===== config.mk =====
export PLATFORM = sky130hd
export DESIGN_NAME = regex_escape_sequence_decoder_unit
export DESIGN_NICKNAME = d
export VERILOG_FILES = /design/src/resd_pkg.sv /design/src/resd_decode.sv /design/src/regex_escape_sequence_decoder_unit.sv
export SDC_FILE = /design/constraint.sdc
export NUM_CORES = 1
export LEC_CHECK = 0
export BUFFER_PORTS_ARGS = -buffer_cell sky130_fd_sc_hd__buf_2
export CORE_MARGIN = 10
export CORE_UTILIZATION = 40
export CTS_BUF_LIST = sky130_fd_sc_hd__clkbuf_4 sky130_fd_sc_hd__clkbuf_8 sky130_fd_sc_hd__clkbuf_16
export CTS_CLUSTER_DIAMETER = 30
export CTS_CLUSTER_SIZE = 12
export DETAILED_ROUTE_END_ITERATION = 8
export HOLD_SLACK_MARGIN = 0.12
export PLACE_DENSITY_LB_ADDON = 0.3
export SLEW_MARGIN = 20
export SYNTH_ARGS = -nofsm -noshare
export SYNTH_HDL_FRONTEND = slang
export SYNTH_SLANG_ARGS = --single-unit

===== constraint.sdc =====
create_clock -name clk -period 6.6 [get_ports clk]
set_clock_uncertainty 0.05 [all_clocks]
set_input_delay 0.33 -clock clk [delete_from_list [all_inputs] [get_ports clk]]
set_output_delay 0.33 -clock clk [all_outputs]
set_load 0.02 [all_outputs]

===== src/resd_pkg.sv =====
// ---------------------------------------------------------------------------
// resd_pkg
// Types and constants of the escape sequence decoder.
// ---------------------------------------------------------------------------
package resd_pkg;

	// field widths
	localparam int SYM_W   = 31;
	localparam int ACC_W   = 18;
	localparam int LEFT_W  = 3;

	// result queue
	localparam int FIFO_DEPTH = 4;
	localparam int PTR_W      = $clog2(FIFO_DEPTH);
	localparam int CNT_W      = $clog2(FIFO_DEPTH) + 1;

	localparam logic [SYM_W-1:0] CH_BACKSLASH = SYM_W'(8'h5c);

	// decoder mode, one-hot
	typedef enum logic [3:0] {
		MODE_NORMAL = 4'b0001,
		MODE_ESC    = 4'b0010,
		MODE_HEX    = 4'b0100,
		MODE_OCT    = 4'b1000
	} mode_t;

	typedef struct packed {
		mode_t               mode;
		logic [ACC_W-1:0]    acc;
		logic [LEFT_W-1:0]   left;
	} dec_state_t;

	// one result item
	typedef struct packed {
		logic [SYM_W-1:0] decoded;
		logic             from_escape;
		logic             end_of_string;
	} res_t;

	// results of one symbol, r0 first
	typedef struct packed {
		res_t       r0;
		res_t       r1;
		logic [1:0] cnt;
	} dec_out_t;

	localparam dec_state_t STATE_RESET = '{mode: MODE_NORMAL, acc: '0, left: '0};

endpackage


===== src/resd_decode.sv =====
// ---------------------------------------------------------------------------
// resd_decode
// Next state and up to two results for one symbol, pure combinational.
// ---------------------------------------------------------------------------
module resd_decode import resd_pkg::*; (
	input  logic [SYM_W-1:0] symbol,
	input  logic             is_final,
	input  dec_state_t       state,
	output dec_state_t       next_state,
	output dec_out_t         out
);

	localparam logic [SYM_W-1:0] CH_LA = SYM_W'(8'h61);
	localparam logic [SYM_W-1:0] CH_LE = SYM_W'(8'h65);
	localparam logic [SYM_W-1:0] CH_LN = SYM_W'(8'h6e);
	localparam logic [SYM_W-1:0] CH_LR = SYM_W'(8'h72);
	localparam logic [SYM_W-1:0] CH_LF = SYM_W'(8'h66);
	localparam logic [SYM_W-1:0] CH_LT = SYM_W'(8'h74);
	localparam logic [SYM_W-1:0] CH_LU = SYM_W'(8'h75);
	localparam logic [SYM_W-1:0] CH_LX = SYM_W'(8'h78);
	localparam logic [SYM_W-1:0] CH_LO = SYM_W'(8'h6f);
	localparam logic [SYM_W-1:0] CH_0  = SYM_W'(8'h30);
	localparam logic [SYM_W-1:0] CH_7  = SYM_W'(8'h37);
	localparam logic [SYM_W-1:0] CH_8  = SYM_W'(8'h38);
	localparam logic [SYM_W-1:0] CH_9  = SYM_W'(8'h39);
	localparam logic [SYM_W-1:0] CH_UA = SYM_W'(8'h41);
	localparam logic [SYM_W-1:0] CH_UF = SYM_W'(8'h46);

	localparam logic [SYM_W-1:0] CODE_BEL = SYM_W'(8'h07);
	localparam logic [SYM_W-1:0] CODE_ESC = SYM_W'(8'h1b);
	localparam logic [SYM_W-1:0] CODE_LF  = SYM_W'(8'h0a);
	localparam logic [SYM_W-1:0] CODE_CR  = SYM_W'(8'h0d);
	localparam logic [SYM_W-1:0] CODE_FF  = SYM_W'(8'h0c);
	localparam logic [SYM_W-1:0] CODE_TAB = SYM_W'(8'h09);

	localparam logic [LEFT_W-1:0] LEFT_U   = LEFT_W'(4);
	localparam logic [LEFT_W-1:0] LEFT_X   = LEFT_W'(2);
	localparam logic [LEFT_W-1:0] LEFT_O   = LEFT_W'(6);
	localparam logic [LEFT_W-1:0] LEFT_OCT = LEFT_W'(2);

	typedef struct packed {
		logic             vld;
		logic [SYM_W-1:0] val;
		logic             esc;
	} put_t;

	function automatic put_t mk(input logic [SYM_W-1:0] val, input logic esc);
		put_t p;
		p.vld = 1'b1;
		p.val = val;
		p.esc = esc;
		return p;
	endfunction

	// digit value of the symbol, hex letters only in hex mode
	logic [3:0] dig_val;
	logic       dig_ok;

	always_comb begin
		dig_val = '0;
		dig_ok  = 1'b0;
		if (symbol >= CH_0 && symbol <= CH_7) begin
			dig_ok  = 1'b1;
			dig_val = {1'b0, symbol[2:0]};
		end else if (state.mode == MODE_HEX) begin
			if (symbol == CH_8 || symbol == CH_9) begin
				dig_ok  = 1'b1;
				dig_val = {3'b100, symbol[0]};
			end else if ((symbol >= CH_LA && symbol <= CH_LF) ||
				(symbol >= CH_UA && symbol <= CH_UF)) begin
				dig_ok  = 1'b1;
				dig_val = 4'(symbol[3:0] + 4'd9);
			end
		end
	end

	// mode step, then end-of-string flush, then packing of the results
	always_comb begin
		put_t              p0;
		put_t              p1;
		put_t              p2;
		logic [ACC_W-1:0]  acc_nx;
		logic [LEFT_W-1:0] left_nx;

		next_state = state;
		p0      = '0;
		p1      = '0;
		p2      = '0;
		acc_nx  = '0;
		left_nx = '0;

		unique case (state.mode)
			MODE_ESC: begin
				next_state.mode = MODE_NORMAL;
				unique case (symbol)
					CH_LA: p0 = mk(CODE_BEL, 1'b1);
					CH_LE: p0 = mk(CODE_ESC, 1'b1);
					CH_LN: p0 = mk(CODE_LF, 1'b1);
					CH_LR: p0 = mk(CODE_CR, 1'b1);
					CH_LF: p0 = mk(CODE_FF, 1'b1);
					CH_LT: p0 = mk(CODE_TAB, 1'b1);
					CH_LU: next_state = '{mode: MODE_HEX, acc: '0, left: LEFT_U};
					CH_LX: next_state = '{mode: MODE_HEX, acc: '0, left: LEFT_X};
					CH_LO: next_state = '{mode: MODE_OCT, acc: '0, left: LEFT_O};
					CH_8, CH_9: begin
						p0 = mk('0, 1'b1);
						p1 = mk(symbol, 1'b0);
					end
					default: begin
						if (symbol >= CH_0 && symbol <= CH_7) begin
							next_state = '{mode: MODE_OCT, acc: ACC_W'(symbol[2:0]),
								left: LEFT_OCT};
						end else begin
							p0 = mk(symbol, 1'b1);
						end
					end
				endcase
			end
			MODE_HEX, MODE_OCT: begin
				if (dig_ok && state.left != '0) begin
					acc_nx  = (state.mode == MODE_HEX) ? {state.acc[ACC_W-5:0], dig_val}
						: {state.acc[ACC_W-4:0], dig_val[2:0]};
					left_nx = state.left - 1'b1;
					if (left_nx == '0) begin
						p0         = mk(SYM_W'(acc_nx), 1'b1);
						next_state = STATE_RESET;
					end else begin
						next_state.acc  = acc_nx;
						next_state.left = left_nx;
					end
				end else begin
					// early stop: value out, symbol handled as normal
					p0         = mk(SYM_W'(state.acc), 1'b1);
					next_state = STATE_RESET;
					if (symbol == CH_BACKSLASH) begin
						next_state.mode = MODE_ESC;
					end else begin
						p1 = mk(symbol, 1'b0);
					end
				end
			end
			MODE_NORMAL: begin
				if (symbol == CH_BACKSLASH) begin
					next_state.mode = MODE_ESC;
				end else begin
					p1 = mk(symbol, 1'b0);
				end
			end
			default: next_state = STATE_RESET;
		endcase

		// flush a pending escape at the end of the string
		if (is_final) begin
			if (next_state.mode == MODE_ESC) begin
				p2 = mk(CH_BACKSLASH, 1'b1);
			end else if (next_state.mode == MODE_HEX || next_state.mode == MODE_OCT) begin
				p2 = mk(SYM_W'(next_state.acc), 1'b1);
			end
			next_state = STATE_RESET;
		end

		// at most two of the three are valid, keep their order
		out = '0;
		priority if (p0.vld) begin
			out.r0  = '{decoded: p0.val, from_escape: p0.esc, end_of_string: 1'b0};
			if (p1.vld) begin
				out.r1 = '{decoded: p1.val, from_escape: p1.esc, end_of_string: 1'b0};
			end else begin
				out.r1 = '{decoded: p2.val, from_escape: p2.esc, end_of_string: 1'b0};
			end
			out.cnt = (p1.vld || p2.vld) ? 2'd2 : 2'd1;
		end else if (p1.vld) begin
			out.r0  = '{decoded: p1.val, from_escape: p1.esc, end_of_string: 1'b0};
			out.r1  = '{decoded: p2.val, from_escape: p2.esc, end_of_string: 1'b0};
			out.cnt = p2.vld ? 2'd2 : 2'd1;
		end else begin
			out.r0  = '{decoded: p2.val, from_escape: p2.esc, end_of_string: 1'b0};
			out.cnt = p2.vld ? 2'd1 : 2'd0;
		end

		// end-of-string mark on the last result of a final symbol
		out.r0.end_of_string = is_final && (out.cnt == 2'd1);
		out.r1.end_of_string = is_final;
	end

endmodule


===== src/regex_escape_sequence_decoder_unit.sv =====
// ---------------------------------------------------------------------------
// regex_escape_sequence_decoder_unit
// Backslash escape decoder for a symbol stream, with a small result queue.
// ---------------------------------------------------------------------------
//  channel   direction  payload
//  s_axis    in         tdata[30:0] symbol, tlast is_final
//  m_axis    out        tdata[30:0] decoded, tuser from_escape, tlast end_of_string
//
// One symbol is taken per cycle while s_axis_tready is high; it is decoded in the
// cycle after its transfer and its zero, one or two results go to a four-entry
// queue; a result passes the input register, then the queue. s_axis_tready falls
// when the queue and the symbol being decoded leave no room for two more results:
// a double result holds off input while a result is still queued; so do output
// stalls. arst_n clears the input valid, the decoder mode and the queue.
// ---------------------------------------------------------------------------
module regex_escape_sequence_decoder_unit import resd_pkg::*; (
	input  logic        clk,
	input  logic        arst_n,
	input  logic        s_axis_tvalid,
	output logic        s_axis_tready,
	input  logic [31:0] s_axis_tdata,   // [30:0] symbol, [31] zero
	input  logic        s_axis_tlast,
	output logic        m_axis_tvalid,
	input  logic        m_axis_tready,
	output logic [31:0] m_axis_tdata,   // [30:0] decoded, [31] zero
	output logic [0:0]  m_axis_tuser,   // [0] from_escape
	output logic        m_axis_tlast
);

	logic             valid_s1;
	logic [SYM_W-1:0] symbol_s1;
	logic             final_s1;

	dec_state_t       state_q;
	dec_state_t       state_nx;
	dec_out_t         dec_out;

	res_t             fifo_q [FIFO_DEPTH];
	logic [PTR_W-1:0] wr_ptr_q;
	logic [PTR_W-1:0] rd_ptr_q;
	logic [CNT_W-1:0] count_q;

	logic [1:0]       push_n;
	logic             in_xfer;
	logic             out_xfer;
	logic [PTR_W-1:0] wr_ptr_p1;

	assign in_xfer  = s_axis_tvalid && s_axis_tready;
	assign out_xfer = m_axis_tvalid && m_axis_tready;
	assign push_n   = valid_s1 ? dec_out.cnt : 2'd0;

	// room for the item in flight and for two more results
	assign s_axis_tready = (count_q + CNT_W'(push_n)) <= CNT_W'(FIFO_DEPTH - 2);

	// input register
	always_ff @(posedge clk or negedge arst_n) begin
		if (!arst_n) begin
			valid_s1 <= 1'b0;
		end else begin
			valid_s1 <= in_xfer;
		end
	end

	always_ff @(posedge clk) begin
		if (in_xfer) begin
			symbol_s1 <= s_axis_tdata[SYM_W-1:0];
			final_s1  <= s_axis_tlast;
		end
	end

	// decode pass
	resd_decode u_decode (
		.symbol     (symbol_s1),
		.is_final   (final_s1),
		.state      (state_q),
		.next_state (state_nx),
		.out        (dec_out)
	);

	// decoder state
	always_ff @(posedge clk or negedge arst_n) begin
		if (!arst_n) begin
			state_q <= STATE_RESET;
		end else if (valid_s1) begin
			state_q <= state_nx;
		end
	end

	// result queue storage
	assign wr_ptr_p1 = wr_ptr_q + 1'b1;

	always_ff @(posedge clk) begin
		for (int i = 0; i < FIFO_DEPTH; i++) begin
			if (push_n != 2'd0 && PTR_W'(i) == wr_ptr_q) begin
				fifo_q[i] <= dec_out.r0;
			end else if (push_n == 2'd2 && PTR_W'(i) == wr_ptr_p1) begin
				fifo_q[i] <= dec_out.r1;
			end
		end
	end

	// queue pointers and fill level
	always_ff @(posedge clk or negedge arst_n) begin
		if (!arst_n) begin
			wr_ptr_q <= '0;
			rd_ptr_q <= '0;
			count_q  <= '0;
		end else begin
			wr_ptr_q <= wr_ptr_q + PTR_W'(push_n);
			if (out_xfer) begin
				rd_ptr_q <= rd_ptr_q + 1'b1;
			end
			count_q <= count_q + CNT_W'(push_n) - CNT_W'(out_xfer);
		end
	end

	// output side
	assign m_axis_tvalid = count_q != '0;
	assign m_axis_tdata  = {1'b0, fifo_q[rd_ptr_q].decoded};
	assign m_axis_tuser  = fifo_q[rd_ptr_q].from_escape;
	assign m_axis_tlast  = fifo_q[rd_ptr_q].end_of_string;

endmodule


Word level (Yosys, flattened, before mapping):

Memory sizes are Yosys's and may differ from the RTL's.
Index checks and enable logic that the tools add are counted.

* bits of input ports: 37
* register bits after elaboration: 65
* RAM bits: 132
* memories kept: 1
* bits in latches: 0
* logic and storage cells: 159
* bits in read-only memories: 0

* reductions and logical operators: 32
* shift-type cells: 0
* add/subtract/negate cells: 7
* div/mod/pow operators: 0
* multipliers: 0
* bitwise logic cells: 4
* mux-type cells: 69
* order comparisons: 7
* equal/unequal tests: 30

Memories
* fifo_q: words 4, width 33, read ports 1, clocked after memory_dff 0, wr ports 2, RTL line regex_escape_sequence_decoder_unit.sv:38 `res_t fifo_q [FIFO_DEPTH];`

Operators by type and width (number)
* $mux W33: 17
* $eq A31 B7 Y1 const B: 10
* $pmux W33 S8: 1
* $pmux W25 S4: 1
* $pmux W33 S3: 1
* $mux W25: 3
* $mux W68: 1
* $pmux W33 S2: 1
* $reduce_or A33 Y1: 2
* $pmux W21 S3: 1
* $eq A31 B6 Y1 const B: 2
* $ge A31 B7 Y1 const B: 2
* $le A31 B7 Y1 const B: 2
* $ge A31 B6 Y1 const B: 1
* $le A31 B6 Y1 const B: 1
* $mux W1: 27
* $mux W4: 6
* $mux W21: 1
* $mux W18: 1
* $logic_and A1 B1 Y1: 15
* $mux W2: 7
* $pmux W4 S3: 1
* $eq A2 B2 Y1 const A: 4
* $eq A4 B2 Y1 const B: 2
* 26 further kinds: 39

Logic depth before layout (Yosys ltp):

* depth after elaboration: 28
* mapped depth: 19

Hierarchy:

Synthesis repeated with hierarchy kept, for this count alone.

* cell total of the unflattened synthesis: 872
* area total of the unflattened synthesis: 11507.3 sq um

By module, submodules not included
* regex_escape_sequence_decoder_unit: seq. area each 5751.8 sq um, cells each 456, times used 1, area each 8856.0 sq um
* resd_decode: seq. area each 0.0 sq um, cells each 416, times used 1, area each 2651.3 sq um

Worst setup path before layout:

No wires, ideal clock.

* path kind: reg2reg
* start point: register symbol_s1[0]
* end point: memory fifo_q[1][0] in the netlist's numbering (enable)
* slack: 0.915 ns
* cell stages (with the launch flop): 15
* arrival: 5.171 ns
* setup time: 0.464 ns
* cells stage by stage: edfxtp_1 > clkbuf_1 > inv_1 > ha_1 > and2_1 > a32oi_1 > nand4_1 > o31ai_4 > buf_4 > o2111ai_1 > inv_1 > ha_1 > nand2_1 > a21oi_1 > nor3_1

RTL lines
* start: declaration: RTL line regex_escape_sequence_decoder_unit.sv:31 `logic [SYM_W-1:0] symbol_s1;`
* start signal: assignment: RTL line regex_escape_sequence_decoder_unit.sv:66 `symbol_s1 <= s_axis_tdata[SYM_W-1:0];`
* end: declaration: RTL line regex_escape_sequence_decoder_unit.sv:38

Worst setup path after layout:

* start point: register symbol_s1[1]
* end point: output port s_axis_tready

* word-level cells in the longest chain between the ends: 21
* elaborated cells on any way between the ends: 61
* classes of those cells: 1 x add/sub; 7 x order compare; 15 x eq/ne; 27 x mux; 11 x reduce/logical

Ends and longest elaborated chain
* $ge A31 B7 Y1, or another cell as far along: RTL line resd_decode.sv:69 `end else if ((symbol >= CH_LA && symbol <= CH_LF) ||`
* $logic_and A1 B1 Y1 (on tied branches): RTL line resd_decode.sv:69, resd_decode.sv:70
* $logic_or A1 B1 Y1: RTL line resd_decode.sv:69
* $mux W1: RTL line resd_decode.sv:69
* $mux W1: RTL line resd_decode.sv:66 `if (symbol == CH_8 || symbol == CH_9) begin`
* $mux W1: RTL line resd_decode.sv:65 `end else if (state.mode == MODE_HEX) begin`
* $mux W1: RTL line resd_decode.sv:62 `if (symbol >= CH_0 && symbol <= CH_7) begin`
* $logic_and A1 B1 Y1: RTL line resd_decode.sv:120 `if (dig_ok && state.left != '0) begin`
* [... 5 more ...]
* $mux W33: RTL line resd_decode.sv:154 `if (next_state.mode == MODE_ESC) begin`
* $mux W33: RTL line resd_decode.sv:153 `if (is_final) begin`
* $mux W1, or another cell as far along: RTL line resd_decode.sv:178 `out.cnt = p2.vld ? 2'd1 : 2'd0;`
* $mux W2 (on tied branches): RTL line resd_decode.sv:172, resd_decode.sv:171
* $mux W68 *: RTL line resd_decode.sv:164 `priority if (p0.vld) begin`
* $mux W2 *: RTL line regex_escape_sequence_decoder_unit.sv:50 `assign push_n = valid_s1 ? dec_out.cnt : 2'd0;`
* $add A3 B2 Y3 *: RTL line regex_escape_sequence_decoder_unit.sv:53 `assign s_axis_tready = (count_q + CNT_W'(push_n)) <= CNT_W'(FIFO_DEPTH - 2);`
* $le A3 B2 Y1 *: RTL line regex_escape_sequence_decoder_unit.sv:53
* end: declaration: RTL line regex_escape_sequence_decoder_unit.sv:20 `output logic s_axis_tready,`

Mark *: on every way between the ends. The rest lies on a longest branch, timed or not. The select of a mux whose other input is x is not followed.

==> metrics.cfg <==
[floorplanning]
dieArea_sq_mm=0.03470
die_y_microns=186.3
die_width_microns=186.3
coreArea_sq_mm=0.02710
io_pins=73
rows=60
initial_utilization_pct=40.81

[power]
seqPwrFrac_pct=41.5
vdd_ir_drop_max_v=0.0001672
clockPowerShare_pct=23.8
p_sw_mw=1.649
p_comb_share_pct=34.7
pwr_density_cell_mw_per_mm2=345.4
swShare_pct=37.15
p_leak_nw=4.254
intPower_mw=2.789

[detailed_routing]
drt_iter0_drc=936
wl_per_cell_microns=21.66
wirelength_microns=31010
firstDrtPassIters=5
via_per_inst=5.890
drc=0
drt.antenna.violating_nets=0
vias=8435

[clock_tree]
clk_pin_slew_ps=80
cts_tree=yes
cts_buffers=17
post-cts-setup-buffers=0
post_cts_resized=0
h-tree-depth=4
hold_buffers=33
clock_path_buffers=2
clk_latency_ps=450
cts.sinks=197
cts-root-buf=clkbuf_16

[layout]
drive_gt1_share_pct=19.25
nNetsFinal=1097
area_growth_pct=16.18
n_antenna_cell=0
fin_area_sq_mm=0.01285

[worst_setup_path]
required_ps=6220
critPathMaxStageDelay_ps=740
worst-path-max-fanout=25
cp-startpoint=symbol_s1[1]
cp_slowest_cell=edfxtp_1
critPathLaunchType=flop
worstSetupEndpointType=output port
ff2ff_path_depth=16
rr_startpoint=symbol_s1[1]
critical_path_class=reg -> out
crit_arrival_ps=5010
cp_cell_sequence=inv_1, ha_1, o311ai_1, o32a_4, a31oi_4, buf_4, a221oi_4, nand2_1, a21oi_1, ha_1, inv_1, fa_1, xor2_1, o21a_1, buf_2

[status]
status=finished clean

[synthesis]
synth-async-reset-ratio_pct=16.75
synth_ff_type=edfxtp_1
syn_nets=1014
synth-edff-count=164
synthDistinctLibCells=86
yosys-top-cells-count=164 x edfxtp_1, 87 x o21ai_0, 76 x nand2_1, 65 x nand3_1, 58 x and2_1
synth_top_cell_by_area=edfxtp_1
netlist_top_cells_area=edfxtp_1 45%, dfrtp_1 7.2%, mux4_2 6.7%
avgSynthCellArea_sq_um=11.47
yosys_warnings=0
ys_seq_elements=197
synth.most_common_cell=edfxtp_1
syn_area_sq_mm=0.01106
yosysSeqAreaShare_pct=52.00
synth_top_cell_area_share_pct=44.52
synth_cells=964

[timing]
slew_viol_final=0
max_slew_margin_pct=29.76
setup_violations=0
fin_crit_sh_pct=81.63
hold_viol=0
fin_crit_ps=5387
finalSetupTns_ps=0
fmax_mhz=185.6
rsz0062_at_grt=false
worst_pin_slew_ps=1054

[hold_path]
hold_class=in -> reg
whs_path_depth=3
min_from=m_axis_tready

[global_routing]
grt_usage_pct=18.11
grt_max_degree=57
grt_pass1_wl_microns=48180
grt_antenna_before_repair=0
overflow=0
grt_pass1_vias=8364

[job]
max_cap_viol_count=0

[placement]
placed_area_sq_mm=0.01189
place_hpwl_microns=20990
place_congestion=0.9298
port_buffers=70

## state kept, by name (all words and copies together) (netlist names)
signal and cells:
fifo_q 132, state_q 25, symbol_s1 31, wr_ptr_q 2
final_s1 1, count_q 3, valid_s1 1, rd_ptr_q 2
## layout by cell type, fill, tap and decap left out, types with 15 or more instances in the layout
master / n
and2_1: 57
mux4_2: 33
buf_2: 70
mux2i_1: 33
clkbuf_16: 17
nor2_1: 44
dlygate4sd3_1: 33
a21oi_1: 20
o21ai_0: 87
dfrtp_1: 31
nand3_1: 65
nand2_1: 76
inv_1: 22
edfxtp_1: 164
buf_4: 30
a22oi_1: 15
## layer usage
layer / global-route usage (%) / vias up / part of all wire [%]
met5: 0 / - / 0
met4: 6.095 / 0 / 2.4
met3: 2.949 / 46 / 5.6
met2: 30.60 / 268 / 50
met1: 23.12 / 4215 / 42
li1: - / 3906 / -
## power by group through the flow
stage / logic, mW / clock network, mW / registers [mW]
2_1_floorplan: 1.09 / 0 / 1.78
3_3_place_gp: 1.53 / 0 / 1.86
3_5_place_dp: 1.55 / 0 / 1.87
4_1_cts: 1.57 / 1.07 / 1.84
5_1_grt: 1.69 / 1.12 / 1.86
6_report: 1.54 / 1.05 / 1.84
## area by class of cell
type	instances	area, sq um
Clock buffer	17	425.4
Clock inverter	15	178.9
Fill cell	2463	14250
Inverter	23	86.33
Multi-Input combinational cell	671	4947
Sequential cell	197	5753
Tap cell	372	465.4
Timing Repair Buffer	137	993.5
## stage by stage
step	instances	hold slack, ps	utilization [%]	total power [mW]	setup slack [ps]
after floorplan	964	-15.59	-	2.873	914.7
after global placement	1366	448.1	43.86	3.384	1396
after detailed placement	1366	456.8	43.86	3.418	1319
after CTS	1431	218.6	47.31	4.477	1216
after global routing	1432	242.7	47.41	4.674	788.0
final	1432	220.7	47.41	4.438	1213
## worst max-delay path: cells and delay by family, from the launching register on
family          cells  cell delay (ps)
compound gates      6             1780
fa+ha+maj           3              920
flops               1              740
buf+inv             4              680
xor+xnor            1              220
simple gates        1              200
## final timing paths
check	to	slack (ps)
min in group asynchronous	state_q[11]	490
setup / recovery	s_axis_tready	1210
max in group asynchronous	rd_ptr_q[0]	5390
hold / removal	rd_ptr_q[0]	220
setup reg to reg	symbol_s1[16]	1270
hold reg to reg	state_q[18]	500
## cell families after synthesis
group           after synthesis  synth area share, %
compound gates              264                17.34
xor+xnor                      9               0.7127
flops                       197                52.00
other cells                   1              0.03390
mux                          68                9.909
fa+ha+maj                    13                1.538
simple gates                316                14.78
buf+inv                      96                3.676
Note: power is estimated with default switching activity, not from simulation.
